==> src/sv/i2cmts_pkg.sv <==
package i2cmts_pkg;

    localparam int BUFFER_BYTES_DEFAULT = 32;
    localparam int COUNTER_BITS_DEFAULT = 16;

    // result queue depth, a power of two with room for two pushes
    localparam int OUTQ_DEPTH = 4;

    typedef struct packed {
        logic [2:0] mode;
        logic [4:0] slot;
        logic [7:0] byte_in;
        logic [1:0] transfer_kind;
        logic [7:0] target_address;
        logic [5:0] write_count;
        logic [5:0] read_count;
        logic [5:0] event_flags;
        logic [6:0] error_flags;
    } item_t;

    typedef struct packed {
        logic [2:0]  command;
        logic [7:0]  byte_out;
        logic [15:0] counter_value;
        logic        ack_enable;
        logic        buffer_irq_enable;
        logic [3:0]  bus_status;
        logic        finished;
        logic        fault;
        logic        last;
    } result_t;

endpackage

==> src/sv/i2c_master_transaction_sequencer.sv <==
// I2C master transaction sequencer, 7-bit addressing.
// The input stream carries one item per transaction: mode in s_axis_tuser picks
// a buffer load, a transfer start, a bus event, an error event or a read-back.
// The result stream carries bus commands (command in m_axis_tuser) with the
// address or data byte, the enables, status and a finished flag; m_axis_tlast
// marks the final result of each input item (an item yields one or two).
// An accepted item is registered with its buffer read, decoded once the
// result queue has room, and its results are pushed into the queue that drives
// m_axis. Throughput is one item per cycle while the queue has room; an item
// with two results pushes both at once. The rate is set by the single decode
// stage and the registered buffer read, whose address is taken from the
// incoming item and the state left by the item ahead of it.
// A four-entry result queue decouples the sides: when the receiver stalls the
// queue fills and s_axis_tready drops once fewer than two entries are free.
// Reset (aresetn low, synchronous) idles the transfer, sets ack enable, clears
// the error counters and empties the queue; the data buffer is not cleared and
// holds no defined value until written. No clearing pass is needed.
module i2c_master_transaction_sequencer #(
    parameter int BUFFER_BYTES = i2cmts_pkg::BUFFER_BYTES_DEFAULT,
    parameter int COUNTER_BITS = i2cmts_pkg::COUNTER_BITS_DEFAULT
) (
    input  logic        aclk,
    input  logic        aresetn,
    input  logic        s_axis_tvalid,
    output logic        s_axis_tready,
    // slot, byte_in, transfer_kind, target_address, write_count, read_count,
    // event_flags, error_flags
    input  logic [47:0] s_axis_tdata,
    // mode
    input  logic [2:0]  s_axis_tuser,
    output logic        m_axis_tvalid,
    input  logic        m_axis_tready,
    // byte_out, counter_value, ack_enable, buffer_irq_enable, bus_status,
    // finished, fault
    output logic [31:0] m_axis_tdata,
    // command
    output logic [2:0]  m_axis_tuser,
    output logic        m_axis_tlast
);

    localparam int AW = $clog2(BUFFER_BYTES);

    i2cmts_pkg::item_t   in_item;
    i2cmts_pkg::item_t   item_reg;
    logic                item_valid_reg;
    logic                rd0_ok_reg;
    logic                accept;
    logic                process;
    logic                room;

    logic [AW-1:0]       raddr0;
    logic                raddr0_ok;
    logic [7:0]          rdata0, rdata1;
    logic                buf_we;
    logic [AW-1:0]       buf_waddr;
    logic [7:0]          buf_wdata;

    i2cmts_pkg::result_t res0, res1, m_res;
    logic                res_two;

    assign in_item.mode           = s_axis_tuser;
    assign in_item.slot           = s_axis_tdata[4:0];
    assign in_item.byte_in        = s_axis_tdata[12:5];
    assign in_item.transfer_kind  = s_axis_tdata[14:13];
    assign in_item.target_address = s_axis_tdata[22:15];
    assign in_item.write_count    = s_axis_tdata[28:23];
    assign in_item.read_count     = s_axis_tdata[34:29];
    assign in_item.event_flags    = s_axis_tdata[40:35];
    assign in_item.error_flags    = s_axis_tdata[47:41];

    assign process       = item_valid_reg && room;
    assign s_axis_tready = !item_valid_reg || process;
    assign accept        = s_axis_tvalid && s_axis_tready;

    always_ff @(posedge aclk) begin
        if (!aresetn) begin
            item_valid_reg <= 1'b0;
        end else if (s_axis_tready) begin
            item_valid_reg <= s_axis_tvalid;
        end
    end

    always_ff @(posedge aclk) begin
        if (accept) begin
            item_reg   <= in_item;
            rd0_ok_reg <= raddr0_ok;
        end
    end

    i2cmts_seq #(
        .BUFFER_BYTES(BUFFER_BYTES),
        .COUNTER_BITS(COUNTER_BITS)
    ) u_seq (
        .aclk      (aclk),
        .aresetn   (aresetn),
        .process   (process),
        .item      (item_reg),
        .rd0_data  (rdata0),
        .rd0_ok    (rd0_ok_reg),
        .rd1_data  (rdata1),
        .next_mode (in_item.mode),
        .next_slot (in_item.slot),
        .raddr0    (raddr0),
        .raddr0_ok (raddr0_ok),
        .buf_we    (buf_we),
        .buf_waddr (buf_waddr),
        .buf_wdata (buf_wdata),
        .res0      (res0),
        .res1      (res1),
        .res_two   (res_two)
    );

    // second port always fetches the second buffer byte
    i2cmts_buf #(
        .BUFFER_BYTES(BUFFER_BYTES)
    ) u_buf (
        .aclk   (aclk),
        .we     (buf_we),
        .waddr  (buf_waddr),
        .wdata  (buf_wdata),
        .rd_en  (accept),
        .raddr0 (raddr0),
        .raddr1 (AW'(1)),
        .rdata0 (rdata0),
        .rdata1 (rdata1)
    );

    i2cmts_outq u_outq (
        .aclk     (aclk),
        .aresetn  (aresetn),
        .push     (process),
        .push_two (res_two),
        .res0     (res0),
        .res1     (res1),
        .room     (room),
        .m_valid  (m_axis_tvalid),
        .m_ready  (m_axis_tready),
        .m_res    (m_res)
    );

    assign m_axis_tuser        = m_res.command;
    assign m_axis_tdata[7:0]   = m_res.byte_out;
    assign m_axis_tdata[23:8]  = m_res.counter_value;
    assign m_axis_tdata[24]    = m_res.ack_enable;
    assign m_axis_tdata[25]    = m_res.buffer_irq_enable;
    assign m_axis_tdata[29:26] = m_res.bus_status;
    assign m_axis_tdata[30]    = m_res.finished;
    assign m_axis_tdata[31]    = m_res.fault;
    assign m_axis_tlast        = m_res.last;

endmodule

==> src/sv/i2cmts_buf.sv <==
module i2cmts_buf #(
    parameter int BUFFER_BYTES = i2cmts_pkg::BUFFER_BYTES_DEFAULT,
    localparam int AW = $clog2(BUFFER_BYTES)
) (
    input  logic          aclk,
    input  logic          we,
    input  logic [AW-1:0] waddr,
    input  logic [7:0]    wdata,
    input  logic          rd_en,
    input  logic [AW-1:0] raddr0,
    input  logic [AW-1:0] raddr1,
    output logic [7:0]    rdata0,
    output logic [7:0]    rdata1
);

    logic [7:0] mem [BUFFER_BYTES];

    always_ff @(posedge aclk) begin
        if (we) begin
            mem[waddr] <= wdata;
        end
    end

    // a write in the same cycle is passed straight to the read side
    always_ff @(posedge aclk) begin
        if (rd_en) begin
            if (we && waddr == raddr0) begin
                rdata0 <= wdata;
            end else begin
                rdata0 <= mem[raddr0];
            end
            if (we && waddr == raddr1) begin
                rdata1 <= wdata;
            end else begin
                rdata1 <= mem[raddr1];
            end
        end
    end

endmodule

==> src/sv/i2cmts_outq.sv <==
module i2cmts_outq (
    input  logic                aclk,
    input  logic                aresetn,
    input  logic                push,
    input  logic                push_two,
    input  i2cmts_pkg::result_t res0,
    input  i2cmts_pkg::result_t res1,
    output logic                room,
    output logic                m_valid,
    input  logic                m_ready,
    output i2cmts_pkg::result_t m_res
);

    localparam int DEPTH = i2cmts_pkg::OUTQ_DEPTH;
    localparam int PW = $clog2(DEPTH);
    localparam int CW = $clog2(DEPTH + 1);

    i2cmts_pkg::result_t entry_reg [DEPTH];
    logic [PW-1:0] head_reg, head_next;
    logic [PW-1:0] tail_reg, tail_next;
    logic [CW-1:0] count_reg, count_next;
    logic [CW-1:0] n_push;
    logic          pop;

    assign pop     = m_valid && m_ready;
    assign m_valid = (count_reg != '0);
    assign m_res   = entry_reg[head_reg];
    assign room    = (count_reg <= CW'(DEPTH - 2));

    always_comb begin
        n_push = '0;
        if (push) begin
            n_push = push_two ? CW'(2) : CW'(1);
        end
        count_next = count_reg + n_push - (pop ? CW'(1) : CW'(0));
        tail_next  = tail_reg + PW'(n_push);
        head_next  = head_reg + (pop ? PW'(1) : PW'(0));
    end

    always_ff @(posedge aclk) begin
        if (!aresetn) begin
            count_reg <= '0;
            head_reg  <= '0;
            tail_reg  <= '0;
        end else begin
            count_reg <= count_next;
            head_reg  <= head_next;
            tail_reg  <= tail_next;
        end
    end

    always_ff @(posedge aclk) begin
        if (push) begin
            entry_reg[tail_reg] <= res0;
            if (push_two) begin
                entry_reg[PW'(tail_reg + PW'(1))] <= res1;
            end
        end
    end

endmodule

==> src/sv/i2cmts_seq.sv <==
module i2cmts_seq #(
    parameter int BUFFER_BYTES = i2cmts_pkg::BUFFER_BYTES_DEFAULT,
    parameter int COUNTER_BITS = i2cmts_pkg::COUNTER_BITS_DEFAULT,
    localparam int AW = $clog2(BUFFER_BYTES)
) (
    input  logic                aclk,
    input  logic                aresetn,
    input  logic                process,
    input  i2cmts_pkg::item_t   item,
    input  logic [7:0]          rd0_data,
    input  logic                rd0_ok,
    input  logic [7:0]          rd1_data,
    input  logic [2:0]          next_mode,
    input  logic [4:0]          next_slot,
    output logic [AW-1:0]       raddr0,
    output logic                raddr0_ok,
    output logic                buf_we,
    output logic [AW-1:0]       buf_waddr,
    output logic [7:0]          buf_wdata,
    output i2cmts_pkg::result_t res0,
    output i2cmts_pkg::result_t res1,
    output logic                res_two
);

    localparam int NUM_COUNTERS = 7;

    typedef enum logic [3:0] {
        PH_COMPLETE  = 4'd0,
        PH_START     = 4'd1,
        PH_ADDR_WR   = 4'd2,
        PH_SENDING   = 4'd3,
        PH_STOP      = 4'd4,
        PH_ADDR_RD   = 4'd5,
        PH_READING   = 4'd6,
        PH_READ_LAST = 4'd7,
        PH_RESTART   = 4'd8,
        PH_FAILED    = 4'd9
    } phase_t;

    typedef enum logic [2:0] {
        CMD_NONE    = 3'd0,
        CMD_ADDR_WR = 3'd1,
        CMD_ADDR_RD = 3'd2,
        CMD_DATA    = 3'd3,
        CMD_STOP    = 3'd4,
        CMD_START   = 3'd5,
        CMD_RESET   = 3'd6
    } cmd_t;

    typedef enum logic [2:0] {
        MODE_LOAD     = 3'd0,
        MODE_START    = 3'd1,
        MODE_BUS      = 3'd2,
        MODE_ERROR    = 3'd3,
        MODE_READ_BUF = 3'd4,
        MODE_READ_CNT = 3'd5
    } mode_t;

    localparam logic [1:0] KIND_TX      = 2'd0;
    localparam logic [1:0] KIND_RX      = 2'd1;
    localparam logic [1:0] KIND_TX_RX   = 2'd2;
    localparam logic [1:0] KIND_UNUSED  = 2'd3;

    localparam int EV_SB   = 0;
    localparam int EV_ADDR = 1;
    localparam int EV_TRA  = 2;
    localparam int EV_TXE  = 3;
    localparam int EV_RXNE = 4;
    localparam int EV_BTF  = 5;
    localparam int ER_ACK_FAIL = 0;

    phase_t      phase_reg, phase_next;
    logic [1:0]  kind_reg, kind_next;
    logic [7:0]  addr_reg, addr_next;
    logic [5:0]  wt_reg, wt_next;
    logic [5:0]  rt_reg, rt_next;
    logic [5:0]  pos_reg, pos_next;
    logic        ack_reg, ack_next;
    logic        birq_reg, birq_next;
    logic [COUNTER_BITS-1:0] cnt_reg [NUM_COUNTERS];
    logic [COUNTER_BITS-1:0] cnt_next [NUM_COUNTERS];

    cmd_t        cmd0, cmd1;
    logic [7:0]  byte0, byte1;
    logic        two;
    logic        fin, flt;
    logic [15:0] cval;
    logic        we_c;
    logic [5:0]  widx;
    logic [7:0]  rd0_val;
    logic [6:0]  pos_plus2;

    phase_t      phase_fwd;
    logic [5:0]  pos_fwd;
    logic [5:0]  ridx;

    assign rd0_val   = rd0_ok ? rd0_data : 8'd0;
    assign pos_plus2 = 7'(pos_reg) + 7'd2;

    always_comb begin
        phase_next = phase_reg;
        kind_next  = kind_reg;
        addr_next  = addr_reg;
        wt_next    = wt_reg;
        rt_next    = rt_reg;
        pos_next   = pos_reg;
        ack_next   = ack_reg;
        birq_next  = birq_reg;
        for (int k = 0; k < NUM_COUNTERS; k++) begin
            cnt_next[k] = cnt_reg[k];
        end
        cmd0  = CMD_NONE;
        cmd1  = CMD_NONE;
        byte0 = 8'd0;
        byte1 = 8'd0;
        two   = 1'b0;
        fin   = 1'b0;
        flt   = 1'b0;
        cval  = 16'd0;
        we_c  = 1'b0;
        widx  = pos_reg;

        case (mode_t'(item.mode))
            MODE_LOAD: begin
                widx = {1'b0, item.slot};
                we_c = 1'b1;
            end
            MODE_START: begin
                if (phase_reg != PH_COMPLETE && phase_reg != PH_FAILED) begin
                    flt = 1'b1;
                end else begin
                    kind_next  = (item.transfer_kind == KIND_UNUSED) ? KIND_TX_RX
                                                                     : item.transfer_kind;
                    addr_next  = item.target_address;
                    wt_next    = (32'(item.write_count) > BUFFER_BYTES) ? 6'(BUFFER_BYTES)
                                                                       : item.write_count;
                    rt_next    = (32'(item.read_count) > BUFFER_BYTES) ? 6'(BUFFER_BYTES)
                                                                      : item.read_count;
                    pos_next   = 6'd0;
                    phase_next = PH_START;
                    cmd0       = CMD_START;
                end
            end
            MODE_BUS: begin
                case (phase_reg)
                    PH_START: begin
                        if (!item.event_flags[EV_SB]) begin
                            flt = 1'b1;
                        end else if (kind_reg == KIND_RX) begin
                            cmd0       = CMD_ADDR_RD;
                            byte0      = addr_reg | 8'h01;
                            phase_next = PH_ADDR_RD;
                        end else begin
                            cmd0       = CMD_ADDR_WR;
                            byte0      = addr_reg & 8'hFE;
                            phase_next = PH_ADDR_WR;
                        end
                    end
                    PH_ADDR_WR: begin
                        if (!(item.event_flags[EV_ADDR] && item.event_flags[EV_TRA])) begin
                            flt = 1'b1;
                        end else begin
                            cmd0  = CMD_DATA;
                            byte0 = rd0_val;
                            two   = 1'b1;
                            if (wt_reg > 6'd1) begin
                                cmd1       = CMD_DATA;
                                byte1      = rd1_data;
                                pos_next   = 6'd2;
                                birq_next  = 1'b1;
                                phase_next = PH_SENDING;
                            end else begin
                                pos_next = 6'd1;
                                if (kind_reg == KIND_TX) begin
                                    cmd1       = CMD_STOP;
                                    phase_next = PH_STOP;
                                end else begin
                                    cmd1       = CMD_START;
                                    phase_next = PH_RESTART;
                                end
                            end
                        end
                    end
                    PH_SENDING: begin
                        if (!item.event_flags[EV_TXE]) begin
                            flt = 1'b1;
                        end else if (pos_reg < wt_reg) begin
                            cmd0     = CMD_DATA;
                            byte0    = rd0_val;
                            pos_next = pos_reg + 6'd1;
                        end else begin
                            birq_next = 1'b0;
                            if (kind_reg == KIND_TX) begin
                                cmd0       = CMD_STOP;
                                phase_next = PH_STOP;
                            end else begin
                                cmd0       = CMD_START;
                                phase_next = PH_RESTART;
                            end
                        end
                    end
                    PH_STOP: begin
                        // the final received byte may land here
                        we_c       = item.event_flags[EV_RXNE] && (pos_reg < rt_reg);
                        birq_next  = 1'b0;
                        fin        = 1'b1;
                        phase_next = PH_COMPLETE;
                    end
                    PH_ADDR_RD: begin
                        if (!(item.event_flags[EV_ADDR] && !item.event_flags[EV_TRA])) begin
                            flt = 1'b1;
                        end else begin
                            pos_next = 6'd0;
                            if (rt_reg == 6'd1) begin
                                ack_next   = 1'b0;
                                cmd0       = CMD_STOP;
                                phase_next = PH_READ_LAST;
                            end else begin
                                ack_next   = 1'b1;
                                birq_next  = 1'b1;
                                phase_next = PH_READING;
                            end
                        end
                    end
                    PH_READING: begin
                        if (!item.event_flags[EV_RXNE] || pos_reg >= rt_reg) begin
                            flt = 1'b1;
                        end else begin
                            we_c     = 1'b1;
                            pos_next = pos_reg + 6'd1;
                            if (pos_plus2 >= 7'(rt_reg)) begin
                                ack_next   = 1'b0;
                                cmd0       = CMD_STOP;
                                phase_next = PH_STOP;
                            end
                        end
                    end
                    PH_READ_LAST: begin
                        if (item.event_flags[EV_BTF]) begin
                            we_c       = 1'b1;
                            cmd0       = CMD_STOP;
                            phase_next = PH_STOP;
                        end else if (item.event_flags[EV_RXNE]) begin
                            we_c       = 1'b1;
                            phase_next = PH_STOP;
                        end else begin
                            flt = 1'b1;
                        end
                    end
                    PH_RESTART: begin
                        // events other than start sent are dropped quietly here
                        if (item.event_flags[EV_SB]) begin
                            cmd0       = CMD_ADDR_RD;
                            byte0      = addr_reg | 8'h01;
                            phase_next = PH_ADDR_RD;
                        end
                    end
                    default: begin
                        flt = 1'b1;
                    end
                endcase
            end
            MODE_ERROR: begin
                for (int k = 0; k < NUM_COUNTERS; k++) begin
                    if (item.error_flags[k]) begin
                        cnt_next[k] = cnt_reg[k] + COUNTER_BITS'(1);
                    end
                end
                if (item.error_flags[ER_ACK_FAIL]) begin
                    cmd0 = CMD_STOP;
                    cmd1 = CMD_RESET;
                    two  = 1'b1;
                end else begin
                    cmd0 = CMD_RESET;
                end
                fin        = 1'b1;
                phase_next = PH_FAILED;
                ack_next   = 1'b1;
                birq_next  = 1'b0;
            end
            MODE_READ_BUF: begin
                byte0 = rd0_val;
            end
            MODE_READ_CNT: begin
                if (32'(item.slot) < NUM_COUNTERS) begin
                    cval = 16'(cnt_reg[item.slot[2:0]]);
                end
            end
            default: begin
                flt = 1'b1;
            end
        endcase
    end

    // buffer write
    assign buf_we    = process && we_c && (32'(widx) < BUFFER_BYTES);
    assign buf_waddr = AW'(widx);
    assign buf_wdata = item.byte_in;

    // the item behind reads the buffer with the state this item leaves
    assign phase_fwd = process ? phase_next : phase_reg;
    assign pos_fwd   = process ? pos_next : pos_reg;

    always_comb begin
        if (mode_t'(next_mode) == MODE_READ_BUF) begin
            ridx = {1'b0, next_slot};
        end else if (phase_fwd == PH_ADDR_WR) begin
            ridx = 6'd0;
        end else begin
            ridx = pos_fwd;
        end
    end

    assign raddr0    = AW'(ridx);
    assign raddr0_ok = (32'(ridx) < BUFFER_BYTES);

    always_comb begin
        res0.command           = cmd0;
        res0.byte_out          = byte0;
        res0.counter_value     = cval;
        res0.ack_enable        = ack_next;
        res0.buffer_irq_enable = birq_next;
        res0.bus_status        = phase_next;
        res0.finished          = fin;
        res0.fault             = flt;
        res0.last              = !two;
        res1          = res0;
        res1.command  = cmd1;
        res1.byte_out = byte1;
        res1.last     = 1'b1;
    end

    assign res_two = two;

    always_ff @(posedge aclk) begin
        if (!aresetn) begin
            phase_reg <= PH_COMPLETE;
            kind_reg  <= 2'd0;
            addr_reg  <= 8'd0;
            wt_reg    <= 6'd0;
            rt_reg    <= 6'd0;
            pos_reg   <= 6'd0;
            ack_reg   <= 1'b1;
            birq_reg  <= 1'b0;
            for (int k = 0; k < NUM_COUNTERS; k++) begin
                cnt_reg[k] <= '0;
            end
        end else if (process) begin
            phase_reg <= phase_next;
            kind_reg  <= kind_next;
            addr_reg  <= addr_next;
            wt_reg    <= wt_next;
            rt_reg    <= rt_next;
            pos_reg   <= pos_next;
            ack_reg   <= ack_next;
            birq_reg  <= birq_next;
            for (int k = 0; k < NUM_COUNTERS; k++) begin
                cnt_reg[k] <= cnt_next[k];
            end
        end
    end

endmodule

==> config.mk <==
export PLATFORM = sky130hd
export DESIGN_NAME = i2c_master_transaction_sequencer
export DESIGN_NICKNAME = d
export VERILOG_FILES = /design/src/sv/i2cmts_pkg.sv /design/src/sv/i2c_master_transaction_sequencer.sv /design/src/sv/i2cmts_buf.sv /design/src/sv/i2cmts_outq.sv /design/src/sv/i2cmts_seq.sv
export SDC_FILE = /design/constraint.sdc
export NUM_CORES = 1
export LEC_CHECK = 0
export BUFFER_PORTS_ARGS = -buffer_cell sky130_fd_sc_hd__buf_2
export CAP_MARGIN = 5
export CORE_MARGIN = 5
export CORE_UTILIZATION = 50
export DETAILED_ROUTE_END_ITERATION = 7
export PLACE_DENSITY = 0.78
export SLEW_MARGIN = 25
export SYNTH_ARGS = -nofsm -noshare
export SYNTH_HDL_FRONTEND = slang
export SYNTH_SLANG_ARGS = --single-unit
==> constraint.sdc <==
create_clock -name aclk -period 5.5 [get_ports aclk]
set_input_delay 0.275 -clock aclk [delete_from_list [all_inputs] [get_ports aclk]]
set_output_delay 0.275 -clock aclk [all_outputs]
set_load 0.005 [all_outputs]
# Word level (Yosys, flattened, before mapping)

Memories as Yosys holds them, arrays and structs flattened. A register that Yosys moved wholly into a read port is not among the register bits.
Cells that the tools add are included.

Bitwise gates (word level): 8
Eq/ne operators: 19
Add/subtract/negate cells: 14
Mux-type cells: 136
$lt $le $gt $ge: 11
Reductions and logical operators: 22

Operators by type and width:

| operator                                                              | count |
|---|---|
| 16-bit two-way mux                                                    | 16 |
| 16-bit by 1-bit adder with 16-bit output, second input constant       | 7 |
| 112-bit two-way mux                                                   | 1 |
| 8-bit two-way mux                                                     | 10 |
| 6-bit two-way mux                                                     | 12 |
| 4-bit two-way mux                                                     | 14 |
| 3-bit two-way mux                                                     | 16 |
| 1-bit two-way mux                                                     | 40 |
| 4-bit case mux with 8 select lines                                    | 1 |
| 8-bit case mux with 4 select lines                                    | 1 |
| 6-bit case mux with 4 select lines                                    | 1 |
| 3-bit case mux with 7 select lines                                    | 1 |
| 4-bit by 3-bit equality test with 1-bit output, second input constant | 4 |
| 2-bit two-way mux                                                     | 8 |
| 8-bit case mux with 2 select lines                                    | 1 |
| 4-bit by 2-bit equality test with 1-bit output, second input constant | 3 |
| 6-bit greater-than comparator, second input constant                  | 2 |
| 6-bit less-than comparator                                            | 2 |
| 6-bit less-than comparator, second input constant                     | 2 |
| 1-bit case mux with 2 select lines                                    | 6 |
| 4-bit case mux with 3 select lines                                    | 1 |
| 6-bit case mux with 2 select lines                                    | 1 |
| 3-bit equality test, second input constant                            | 3 |
| 1-bit logical AND                                                     | 9 |
| 35 further kinds                                                      | 48 |

Bits in registers: 94
Memories kept: 3
Input bits: 55
Output and inout port bits: 38
Logic and storage cells: 235
RAM bits: 512

Memories:

| memory           | words | width | rd ports | clocked after Yosys merged registers in | write ports | RTL line          | text |
|---|---|---|---|---|---|---|---|
| u_buf.mem        | 32    | 8     | 2        | 2                                       | 1           | i2cmts_buf.sv:16  | `logic [7:0] mem [BUFFER_BYTES];` |
| u_outq.entry_reg | 4     | 36    | 1        | 1                                       | 2           | i2cmts_outq.sv:18 | `i2cmts_pkg::result_t entry_reg [DEPTH];` |
| u_seq.cnt_reg    | 7     | 16    | 8        | 1                                       | 7           | i2cmts_seq.sv:80  | `logic [COUNTER_BITS-1:0] cnt_reg [NUM_COUNTERS];` |

# Depth between registers and ports, before layout

Depth in word-level cells: 11
Gate-level depth with buffers: 19
Mapped depth without buffers: 16

# Cells and area by module

Synthesis repeated with hierarchy kept, for this count alone.

Cells, all modules: 2366
Area total of the unflattened synthesis: 32269.7 sq um

Modules (own cells, without submodules):

| module                           | area each (sq um) | cells an instance | seq. area each (sq um) | times used |
|---|---|---|---|---|
| i2cmts_buf                       | 13201.4           | 783               | 8167.8                 | 1 |
| i2cmts_seq                       | 10000.8           | 1125              | 4023.9                 | 1 |
| i2cmts_outq                      | 7433.4            | 398               | 4464.3                 | 1 |
| i2c_master_transaction_sequencer | 1634.1            | 60                | 1581.5                 | 1 |

# Worst setup path after synthesis

No wires, ideal clock.

Path type: reg-to-reg
Start: register u_seq.pos_reg[2]
End: register u_buf.rdata0[5], read port of u_buf.mem, data pin
Clock period less this slack: 3700 ps
Data required time: 5236 ps
Slack: 1800 ps
Cell stages (with the launch flop): 18
Data arrival time: 3437 ps
Library setup time: 264 ps
Buffers on the path: 2
Cells stage by stage: dfxtp_1 > clkbuf_1 > nand3_1 > xnor2_1 > ha_1 > a21oi_1 > o221ai_1 > a41o_1 > a21o_1 > a31oi_1 > o211ai_4 > o21ai_4 > buf_6 > mux2_1 > o21ai_0 > o211ai_2 > o211ai_1 > mux2i_1

Word-level cells in the longest chain between the ends: 10
Elaborated cells on any way between the ends: 25

RTL lines:

| what                                                         | RTL line          | text |
|---|---|---|
| start: declaration                                           | i2cmts_seq.sv:77  | `logic [5:0] pos_reg, pos_next;` |
| start signal: assignment                                     | i2cmts_seq.sv:354 | `pos_reg <= pos_next;` |
| 6-bit by 2-bit adder with 7-bit output                       | i2cmts_seq.sv:98  | `assign pos_plus2 = 7'(pos_reg) + 7'd2;` |
| 7-bit by 6-bit greater-or-equal comparator with 1-bit output | i2cmts_seq.sv:231 | `if (pos_plus2 >= 7'(rt_reg)) begin` |
| 4-bit two-way mux                                            | i2cmts_seq.sv:231 |  |
| 4-bit two-way mux                                            | i2cmts_seq.sv:226 | `if (!item.event_flags[EV_RXNE] \|\| pos_reg >= rt_reg) begin` |
| 4-bit case mux with 8 select lines                           | i2cmts_seq.sv:145 | `case (phase_reg)` |
| 4-bit case mux with 3 select lines                           | i2cmts_seq.sv:123 | `case (mode_t'(item.mode))` |
| 4-bit two-way mux                                            | i2cmts_seq.sv:301 | `assign phase_fwd = process ? phase_next : phase_reg;` |
| 4-bit by 2-bit equality test with 1-bit output               | i2cmts_seq.sv:307 | `end else if (phase_fwd == PH_ADDR_WR) begin` |
| 6-bit two-way mux (*)                                        | i2cmts_seq.sv:307 |  |
| 6-bit two-way mux (*)                                        | i2cmts_seq.sv:305 | `if (mode_t'(next_mode) == MODE_READ_BUF) begin` |
| end: declaration                                             | i2cmts_buf.sv:12  | `output logic [7:0] rdata0,` |

Mark *: on every way between the ends. The rest lies on a longest branch, timed or not.
A chain may end at the register's enable or synchronous reset.

# Worst setup path after layout

Start: register u_seq.pos_reg[2]
End: register u_buf.rdata0[0], read port of u_buf.mem, data pin

The elaborated chain is that of the path after synthesis.

==> flow_metrics.env <==
export IMPL_run_status="finished, final reports clean"
export IMPL_drtPass1Iterations=5
export IMPL_worstSetupStartpointType="flop"
export IMPL_initial_antenna_violation_count=3
export IMPL_initial_utilization_pct=50.35
export IMPL_asyncSetResetFlopFracSynth_pct=0
export IMPL_num_rows=88
export IMPL_setup_worst_path_start="u_seq.pos_reg[2]"
export IMPL_final_wirelength_mm=71.27
export IMPL_commonest_non_fill_non_tap_cell_in_the_layout="edfxtp_1"
export IMPL_largest_register_ff_count=256
export IMPL_crit_path_max_fanout=16
export IMPL_clkLatencyLatePin_ns=0.65
export IMPL_cts_setup_buffers=0
export IMPL_setup_viol=0
export IMPL_final_period_util_pct=88.91
export IMPL_critPathKind="reg -> reg"
export IMPL_syn_cell_area_mm2=0.02899
export IMPL_die_height_um=250.8
export IMPL_reg2reg_to="u_buf.rdata0[0]"
export IMPL_wp_data_arrival_ns=5.25
export IMPL_slowest_stage="dfxtp_1"
export IMPL_worstMarginPinSlew_ns=1.006
export IMPL_ys_dominant_reg_cell="edfxtp_1"
export IMPL_first_global_vias=19360
export IMPL_mappedNetlistNets=2327
export IMPL_post_route_drc_count=0
export IMPL_first_pass_grt_wire_length_mm=111.4
export IMPL_power_per_cell_area_mw_per_mm2=342.4
export IMPL_nNetsFinal=2454
export IMPL_fillCellCount=4464
export IMPL_finalNonFillerCells=3186
export IMPL_critPathRequiredTime_ns=5.86
export IMPL_yosysSeqAreaShare_pct=62.87
export IMPL_io_pins=93
export IMPL_post_route_cell_area_mm2=0.03276
export IMPL_netlist_instances=2241
export IMPL_number_of_synthesized_register_bits=623
export IMPL_timing_hold_worst_start="m_axis_tready"
export IMPL_grt_start_max_net_pins=72
export IMPL_hp_class="in -> reg"
export IMPL_core_area_mm2=0.05759
export IMPL_rsz0062_at_grt="false"
export IMPL_final_max_slew_violation_count=0
export IMPL_post_drt_wl_per_cell_um=22.37
export IMPL_reg2reg_slack_ns=0.61
export IMPL_worst_setup_path_end_kind="flop"
export IMPL_p_leak_nw=11.02
export IMPL_layout_min_cycle_time_ns=4.890
export IMPL_synth_enable_flop_cells=575
export IMPL_placed_cell_area_mm2=0.03022
export IMPL_drt_first_iter_violations=2068
export IMPL_synth_avg_cell_area_um2=12.94
export IMPL_port_buffer_count=91
export IMPL_relSlewSlack_pct=32.95
export IMPL_area_delta_synth_final_pct=13.00
export IMPL_cts_htree_levels=2
export IMPL_gp_congestion=0.9579
export IMPL_maximum_number_of_buffers_from_clock_root_to_sink=3
export IMPL_mostFrequentLayoutCells="edfxtp_1 (575), nor2_1 (241), nand2_1 (162)"
export IMPL_worst_slack_ns=0.6099
export IMPL_r2r_cells=17
export IMPL_post_synth_num_cell_types=91
export IMPL_detail_route_vias_per_cell=6.101
export IMPL_crit_path_cell_trace="ha_1 -> nand3_1 -> xnor2_1 -> ha_1 -> inv_1 -> o221ai_1 -> a41o_1 -> a21o_1 -> a31oi_1 -> o211ai_4 -> nor2_2 -> nor2_2 -> buf_4 -> o221ai_1 -> o211ai_1 -> o211ai_1 -> mux2i_1"
export IMPL_hold_viol_final=0
export IMPL_hold_depth=4
export IMPL_total_cts_buffers=60
export IMPL_path_clk_slew_ns=0.06
export IMPL_finalHoldWorstSlack_ns=0.2468
export IMPL_drt_antenna_violating_nets=0
export IMPL_worst_ir_drop_vdd_mv=0.2913
export IMPL_setup_tns_final_ns=0
export IMPL_max_cap_viol_count=0
export IMPL_crit_end="u_buf.rdata0[0]"
export IMPL_worstReg2RegStart="u_seq.pos_reg[2]"
export IMPL_yosys_warnings=0
export IMPL_design_die_area_mm2=0.06290
export IMPL_total_power_mw=11.22
export IMPL_crit_path_max_incr_delay_ns=0.58
export IMPL_root_buffer="clkbuf_16"
export IMPL_die_width_um=250.8
export IMPL_cts_num_sinks=623
export IMPL_final_layout_size_suffix_gt1_share_pct=16.40
export IMPL_clock_tree_from_tritoncts="built"
export IMPL_clock_skew_final_ns=0.04049
export IMPL_hpwl_mm=47.74
export IMPL_grt_ovfl_total=0
export IMPL_vias=19440
export IMPL_track_usage_pct=22.21
export IMPL_fmaxAchievable_mhz=204.5
export IMPL_placement_setup_worst_slack_ns=0.8210
export IMPL_post_route_util_pct=56.89
export IMPL_numPlacedInstances=3020
==> routing by layer <==
layer | global-route usage [%] | wire length (µm) | share of wire (%)
met2 | 37.14 | 34620 | 49
met3 | 3.311 | 5544 | 7.8
met1 | 30.08 | 28500 | 40
met4 | 7.594 | 2574 | 3.6
met5 | 0 | 27 | 0.038
==> synth_stat cells (18+ instances only) <==
master    instances  area share, %
o22ai_1          82            1.8
nor2b_1          27           0.58
a22oi_1          18           0.47
buf_2            20           0.35
ha_1             30            1.3
a21oi_1          62            1.1
clkbuf_1         81            1.0
mux4_2           52            4.0
o211ai_1         38           0.98
dfxtp_1          48            3.3
edfxtp_1        575             60
nand4_1          21           0.45
xnor2_1          39            1.2
and3_1           37           0.80
mux2i_1          55            1.9
nor2_1          243            3.1
inv_1            61           0.79
a31oi_1          23           0.50
xor2_1           46            1.4
or3_1            33           0.71
mux2_2           71            2.8
nand3_1          52           0.90
and2_1           43           0.93
o21ai_0         107            1.8
nand2_1         163            2.1
==> where the power goes <==
part           total [mW]  internal [mW]  leakage [nW]  switching (mW)
Clock                4.20           2.39         0.979            1.81
Sequential           5.61           5.41          5.82           0.194
Combinational        1.41          0.606          4.23           0.803
==> area by class of cell <==
type	count	area [µm²]	share of cell area, %
flip-flops and latches	623	18230	55.66
multi-input cells	1435	9983	30.47
clock buffers	73	1580	4.824
repair buffers	187	1328	4.052
well taps	765	957.2	2.922
clock inverters	41	447.9	1.367
inverters	61	229.0	0.6989
diodes	1	2.502	0.007638
==> critical path, delay by kind of cell, from the launching register on <==
| kind | cells | cell delay, ns |
|---|---|---|
| flops | 1 | 0.58 |
| xor+xnor | 1 | 0.16 |
| simple gates | 3 | 0.83 |
| compound gates | 8 | 1.99 |
| fa+ha+maj | 2 | 0.60 |
| mux | 1 | 0.13 |
| buf+inv | 2 | 0.31 |
==> cells by family (layout without fill, tap and decap cells) <==
kind of cell	Yosys count	in the layout	synth area share, %
adder cells (fa/ha/maj)	31	31	1.364
buffers and inverters	183	362	2.740
XOR/XNOR	86	86	2.624
AO/OA/AOI/OAI	446	446	10.10
flip-flops	623	623	62.87
AND/OR/NAND/NOR	693	693	11.57
other	0	1	0
multiplexers	179	179	8.735
==> worst min path at each step <==
stage | to | slack (ns)
2_1_floorplan | item_reg[0] | 0.37
3_3_place_gp | u_outq.entry_reg[3][0] | 0.44
3_5_place_dp | item_reg[10] | 0.45
4_1_cts | u_outq.head_reg[0] | 0.22
5_1_grt | u_outq.head_reg[0] | 0.26
6_report | u_outq.head_reg[0] | 0.25
==> repair_timing <==
action                    CTS  global route
hold buffers               51             0
resized for setup           0             0
hold endpoints to repair   52             0
(Power assumes the default switching activity.)
